### config.mk
export PLATFORM = sky130hd
export DESIGN_NAME = vpa_ctrl
export DESIGN_NICKNAME = d
export VERILOG_FILES = /design/src/design/vpa_pkg.sv /design/src/design/vpa_ctrl.sv
export SDC_FILE = /design/constraint.sdc
export NUM_CORES = 1
export LEC_CHECK = 0
export BUFFER_PORTS_ARGS = -buffer_cell sky130_fd_sc_hd__buf_2
export CAP_MARGIN = 20
export CORE_ASPECT_RATIO = 1.2
export CORE_MARGIN = 2
export CORE_UTILIZATION = 30
export CTS_CLUSTER_DIAMETER = 60
export DETAILED_ROUTE_END_ITERATION = 8
export GPL_TIMING_DRIVEN = 0
export PLACE_DENSITY = 0.48
export SLEW_MARGIN = 20
export SYNTH_ARGS = -nofsm -noshare
export SYNTH_HDL_FRONTEND = slang
export SYNTH_SLANG_ARGS = --single-unit
### constraint.sdc
create_clock -name clk -period 2.3 [get_ports clk]
set_clock_uncertainty 0.15 [all_clocks]
set_input_delay 0.46 -clock clk [delete_from_list [all_inputs] [get_ports clk]]
set_output_delay 0.46 -clock clk [all_outputs]
set_load 0.02 [all_outputs]
### src/design/vpa_pkg.sv
// Package: constants, codes and types shared by the partition allocator
`default_nettype none
package vpa_pkg;
    localparam int MAP_ENTRIES = 16;
    localparam int ADDR_BITS   = 16;
    localparam int IDX_BITS    = $clog2(MAP_ENTRIES);
    localparam int CNT_BITS    = $clog2(MAP_ENTRIES + 1);
    localparam int SIZE_BITS   = ADDR_BITS + 1;

    localparam logic [1:0] POL_FIRST = 2'd0;
    localparam logic [1:0] POL_BEST  = 2'd1;
    localparam logic [1:0] POL_WORST = 2'd2;
    localparam logic [1:0] POL_NEXT  = 2'd3;

    localparam logic CMD_ALLOC   = 1'b0;
    localparam logic CMD_RELEASE = 1'b1;

    localparam logic [1:0] ST_OK      = 2'd0;
    localparam logic [1:0] ST_NOFIT   = 2'd1;
    localparam logic [1:0] ST_FULL    = 2'd2;
    localparam logic [1:0] ST_NOOWNER = 2'd3;

    typedef struct packed {
        logic [1:0]  status;
        logic [15:0] blk_start;
        logic [15:0] blk_end;
        logic [16:0] blk_size;
        logic [7:0]  blk_owner;
    } vpa_result_t;

    typedef struct packed {
        logic           load;     // capture command
        logic           scan;     // examine the current scan entry
        logic           decide;   // resolve scan, prepare edit
        logic           shift_up; // insert shift step
        logic           split;    // final split write
        logic           shift_dn; // remove shift step
        logic           merge;    // merge write
        logic           clear_own;
        logic           emit;     // write result register
    } vpa_cmd_t;

    typedef struct packed {
        logic scan_last;
        logic is_alloc;
        logic found;
        logic exact;
        logic full;
        logic shift_up_done;
        logic shift_dn_done;
        logic merge_needed;
    } vpa_stat_t;
endpackage
`default_nettype wire

### src/design/vpa_ctrl.sv
// Controller: sequences scan, insert/remove shifts and result delivery
`default_nettype none
module vpa_ctrl
    import vpa_pkg::*;
(
    input  wire logic      clk,
    input  wire logic      rst_n,
    input  wire logic      in_valid,
    output logic           in_ready,
    output logic           out_valid,
    input  wire logic      out_ready,
    input  wire vpa_stat_t sts,
    output vpa_cmd_t       ctl
);
    typedef enum logic [8:0] {
        S_IDLE   = 9'b000000001,
        S_SCAN   = 9'b000000010,
        S_DECIDE = 9'b000000100,
        S_SHUP   = 9'b000001000,
        S_SPLIT  = 9'b000010000,
        S_MERGE  = 9'b000100000,
        S_SHDN   = 9'b001000000,
        S_EMIT   = 9'b010000000,
        S_HOLD   = 9'b100000000
    } state_t;

    state_t state_reg, state_next;
    logic   ovalid_reg, ovalid_next;
    logic   ok_alloc_split;

    assign ok_alloc_split = sts.is_alloc && sts.found && !sts.exact && !sts.full;

    always_comb
    begin
        state_next  = state_reg;
        ovalid_next = ovalid_reg;
        ctl         = '0;
        in_ready    = 1'b0;
        if (ovalid_reg && out_ready)
        begin
            ovalid_next = 1'b0;
        end
        case (state_reg)
            S_IDLE:
            begin
                in_ready = 1'b1;
                if (in_valid)
                begin
                    ctl.load   = 1'b1;
                    state_next = S_SCAN;
                end
            end
            S_SCAN:
            begin
                ctl.scan = 1'b1;
                if (sts.scan_last)
                begin
                    state_next = S_DECIDE;
                end
            end
            S_DECIDE:
            begin
                ctl.decide = 1'b1;
                if (ok_alloc_split)
                begin
                    state_next = S_SHUP;
                end
                else if (sts.found)
                begin
                    state_next = S_MERGE;
                end
                else
                begin
                    state_next = S_EMIT;
                end
            end
            S_SHUP:
            begin
                if (sts.shift_up_done)
                begin
                    state_next = S_SPLIT;
                end
                else
                begin
                    ctl.shift_up = 1'b1;
                end
            end
            S_SPLIT:
            begin
                ctl.split  = 1'b1;
                state_next = S_EMIT;
            end
            S_MERGE:
            begin
                if (sts.is_alloc)
                begin
                    if (sts.exact)
                    begin
                        ctl.clear_own = 1'b1;
                    end
                    state_next = S_EMIT;
                end
                else if (sts.merge_needed)
                begin
                    ctl.merge  = 1'b1;
                    state_next = S_SHDN;
                end
                else
                begin
                    ctl.clear_own = 1'b1;
                    state_next    = S_EMIT;
                end
            end
            S_SHDN:
            begin
                ctl.shift_dn = 1'b1;
                if (sts.shift_dn_done)
                begin
                    state_next = S_EMIT;
                end
            end
            S_EMIT:
            begin
                if (!ovalid_next)
                begin
                    ctl.emit    = 1'b1;
                    ovalid_next = 1'b1;
                    state_next  = S_IDLE;
                end
                else
                begin
                    state_next = S_HOLD;
                end
            end
            S_HOLD:
            begin
                state_next = S_EMIT;
            end
            default:
            begin
                state_next = S_IDLE;
            end
        endcase
    end

    always_ff @(posedge clk or negedge rst_n)
    begin
        if (!rst_n)
        begin
            state_reg  <= S_IDLE;
            ovalid_reg <= 1'b0;
        end
        else
        begin
            state_reg  <= state_next;
            ovalid_reg <= ovalid_next;
        end
    end

    assign out_valid = ovalid_reg;

`ifndef SYNTHESIS
    a_onehot: assert property (@(posedge clk) disable iff (!rst_n)
        $onehot(state_reg)) else $error("state not one-hot");
    a_emit_free: assert property (@(posedge clk) disable iff (!rst_n)
        ctl.emit |-> (!ovalid_reg || out_ready)) else $error("result overwritten");
    a_load_idle: assert property (@(posedge clk) disable iff (!rst_n)
        ctl.load |=> state_reg == S_SCAN) else $error("load did not start scan");
`endif
endmodule
`default_nettype wire

# Word level (Yosys, flattened, before mapping)
# Cells that the tools add are included.
[op_classes]
eq_ne = 13
mux = 29
reduce_logical = 8
[op_table]
columns = ["operator", "count"]
rows = [
  ["9-bit case mux with 8 select lines", 1],
  ["9-bit 2-to-1 mux", 7],
  ["1-bit 2-to-1 mux", 18],
  ["8-bit 2-to-1 mux", 2],
  ["9-bit by 1-bit equality test with 1-bit output (second input constant)", 1],
  ["9-bit by 2-bit equality test with 1-bit output (second input constant)", 1],
  ["9-bit by 3-bit equality test with 1-bit output (second input constant)", 1],
  ["9-bit by 4-bit equality test with 1-bit output (second input constant)", 1],
  ["9-bit by 5-bit equality test with 1-bit output (second input constant)", 1],
  ["9-bit by 6-bit equality test with 1-bit output (second input constant)", 1],
  ["9-bit by 7-bit equality test with 1-bit output (second input constant)", 1],
  ["9-bit by 8-bit equality test with 1-bit output (second input constant)", 1],
  ["9-bit equality test (second input constant)", 1],
  ["2-bit inequality test (second input constant)", 4],
  ["1-bit logical AND", 4],
  ["4-bit AND reduction", 1],
  ["1-bit logical NOT", 2],
  ["2-bit 2-to-1 mux", 1],
  ["2-bit OR reduction", 1],
]
[word_totals]
register_bits = 10
inputBits = 12
output_inout_bits = 11
wordCells = 52

# Depth between registers and ports, before layout
[logic_depth]
word_depth = 5
depth_mapped = 6
mapped_depth_nobuf = 5

# Least setup slack after synthesis
# No wires, ideal clock.
[synth_path]
kind = "reg-to-output"
from = "register state_reg[8]"
to = "output ctl[8] in the netlist's numbering"
arrival_time_ns = 1.758
t_required_ns = 1.690
slack_ns = -0.068
stages_incl_launch_ff = 5
n_path_buf = 0
path_cell_list = "dfrtp_1 > nor4_4 > nand2_2 > nor3b_1 > and2_1"
[synth_lines]
columns = ["item", "line_no", "text"]
rows = [
  ["start: declaration", "vpa_ctrl.sv:27", "state_t state_reg, state_next;"],
  ["start signal: assignment", "vpa_ctrl.sv:155", "state_reg <= state_next;"],
  ["end: declaration", "vpa_ctrl.sv:13", "output vpa_cmd_t ctl"],
]

==> out/results.tsv <==
metric	value	unit
core area	0.002258	mm2
dpl ws	0.1762	ns
Max IR drop VDD	484.0	uV
Post-Syn Nets	88	
CP delay by family, top	simple AND/OR/NAND/NOR gates	
Syn Area/Cell	9.335	um2
antenna violations before repair	0	
die height	57.27	um
synthesized instance count	76	
Post-synth top cells	dfrtp_1 (9), inv_1 (6), nor2_1 (5)	
Tmin final	2.263	ns
post-place instance area	863.3	um2
critical path launch point type	register	
design area	0.001049	mm2
Setup Crit Path Kind	reg2out	
status	completed	
Layout Cells excl Fill	145	
crit path DAT	1.65	ns
CP bufs+invs	1	
count of final setup violators	0	
Tot GR Track Use	13.54	%
area grow syn2layout	47.80	%
period utilization	98.41	%
Antenna Cells	0	
Leak Pwr	0.5203	nW
GRT Residual Overflow	0	
Yosys top cell area share	31.75	%
register area share after synthesis	35.45	%
Req. time, crit path	1.69	ns
Worst Path Max Fanout	6	
worst skew pair latency	0.25	ns
TritonCTS clock tree	built	
Max Slew Vio Count	0	
Pre-antenna DRT Iters	4	
drt total wl	1818	um
crit-path cells	nor4_4, and2_4, nand4b_1, nor2_2, buf_6	
Pwr Density	888.1	mW/mm2
vias in the first global route	670	
EDFF count, synth	0	
max reg flops	9	
Die Footprint	0.002771	mm2
share of layout cells above drive strength 1	53.51	%
placed wire-length estimate	1380	um
first-pass GRT wire length	2946	um
unrepaired setup endpoints after global routing	true	
synthesized flop and latch total	10	
Post-DRT Antenna Nets	0	
total number of yosys warnings	0	
cell area after synthesis	709.4	um2
CP Capture Type	output port	
via count	694	
Num Clock Sinks	10	
CTS Buffer Depth	2	
CTS Root Cell	clkbuf_4	
Slew @ Worst Pin	0.3538	ns
most common cell in the netlist	dfrtp_1	
drt drc	0	
Starting Density	31.41	%
ys flop type	dfrtp_1	
DR iter-0 viols	12	
Async SR Flop Fraction	100.0	%
final hold vios	0	
Rel. slew slack	76.08	%
routability cong.	0.8047	
clk slew on worst S/H paths	0.07	ns
main area contributors after synthesis	dfrtp_1 (32%), dfstp_2 (3.7%), buf_6 (3.2%), inv_1 (3.2%), nor4_4 (3.0%)	
H-Tree Depth	1	
setup ws final	0.03660	ns
Max-Cap Viols	0	
Setup TNS	0	ns
maximum clock frequency	0.4418	GHz
I/O pin cnt	23	
port buffer count	22	
NumNets Final	127	
drt via density	4.786	
Avg WL per Cell	12.54	um
Cell variety after synth	41	
number of cell rows	19	
Die W	48.39	um
largest net degree at the start of global routing	11	
area leader, netlist	dfrtp_1	
slowest CP cell	dfrtp_2	
Placed Cells	129	
Hold WC Path Type	in2reg	
Num CTS Buffers	3	
CP peak stage delay	0.47	ns
worst-case hold slack	0.2978	ns
cells by family (layout without fill, tap and decap cells):
group | after synthesis | after routing | synth area share [%]
AOI/OAI and AO/OA | 16 | 16 | 15.17
xor gates and xnor gates | 2 | 2 | 2.470
buffers and inverters | 9 | 47 | 7.054
DFF | 10 | 10 | 35.45
muxes | 1 | 1 | 2.116
and+or+nand+nor | 38 | 38 | 37.74
metal layers:
metal / share of wire, % / GRT usage, % / vias up
li1: - / - / 354
met1: 44 / 17.61 / 329
met2: 53 / 24.01 / 9
met3: 2.0 / 1.571 / 2
met4: 0.72 / 3.673 / 0
met5: 0 / 0 / -
repair_timing:
item | CTS | global route
resized for setup | 11 | 8
buffers inserted | 5 | 7
pin swaps | 3 | 8
hold endpoints to repair | 9 | 0
hold buffers | 1 | 0
setup endpoints to repair | 4 | 8
stage by stage:
step / utilization (%) / power (mW)
3_3_place_gp: 38.23 / 0.6983
3_5_place_dp: 38.23 / 0.7003
4_1_cts: 43.05 / 0.8980
2_1_floorplan: - / 0.5885
5_1_grt: 46.43 / 1.003
6_report: 46.43 / 0.9312
cell usage in the layout, fill, tap and decap left out, types with 3 or more instances in the layout:
master    instances
buf_2            18
buf_4            14
inv_1             6
dfrtp_2           5
buf_6             4
nor2_1            4
dfrtp_1           4
a21oi_1           3
nand2_1           3
o21ai_0           3
clkbuf_4          3
area by class of cell:
type	instances	area (um2)
Fill cell	231	1210
Multi-Input combinational cell	57	442.9
Sequential cell	10	257.7
Timing Repair Buffer	35	227.7
Tap cell	31	38.79
Clock buffer	4	36.28
Buffer	2	22.52
Inverter	6	22.52
where the power goes:
part | switching [mW] | total [mW] | leakage [nW] | internal [mW]
clock | 0.0578 | 0.154 | 0.0210 | 0.0958
combinational | 0.257 | 0.509 | 0.373 | 0.252
sequential | 0.0552 | 0.269 | 0.127 | 0.213
path summary, 6_finish.rpt:
check                                   from           end  slack, ns  depth (start not counted)
worst max-delay path            state_reg[4]        ctl[5]       0.04                          5
worst min-delay path                  sts[5]  state_reg[5]       0.30                          3
worst max register to register  state_reg[6]  state_reg[0]       0.32                          7
worst min register to register     out_valid     out_valid       0.39                          2
max in group asynchronous              rst_n  state_reg[0]       1.30                          2
min in group asynchronous              rst_n  state_reg[3]       0.44                          2
tightest hold or removal path: stages:
cell     delay [ns]
buf_2          0.11
nand2_1        0.05
nor2_1         0.04
(Power assumes the default switching activity.)
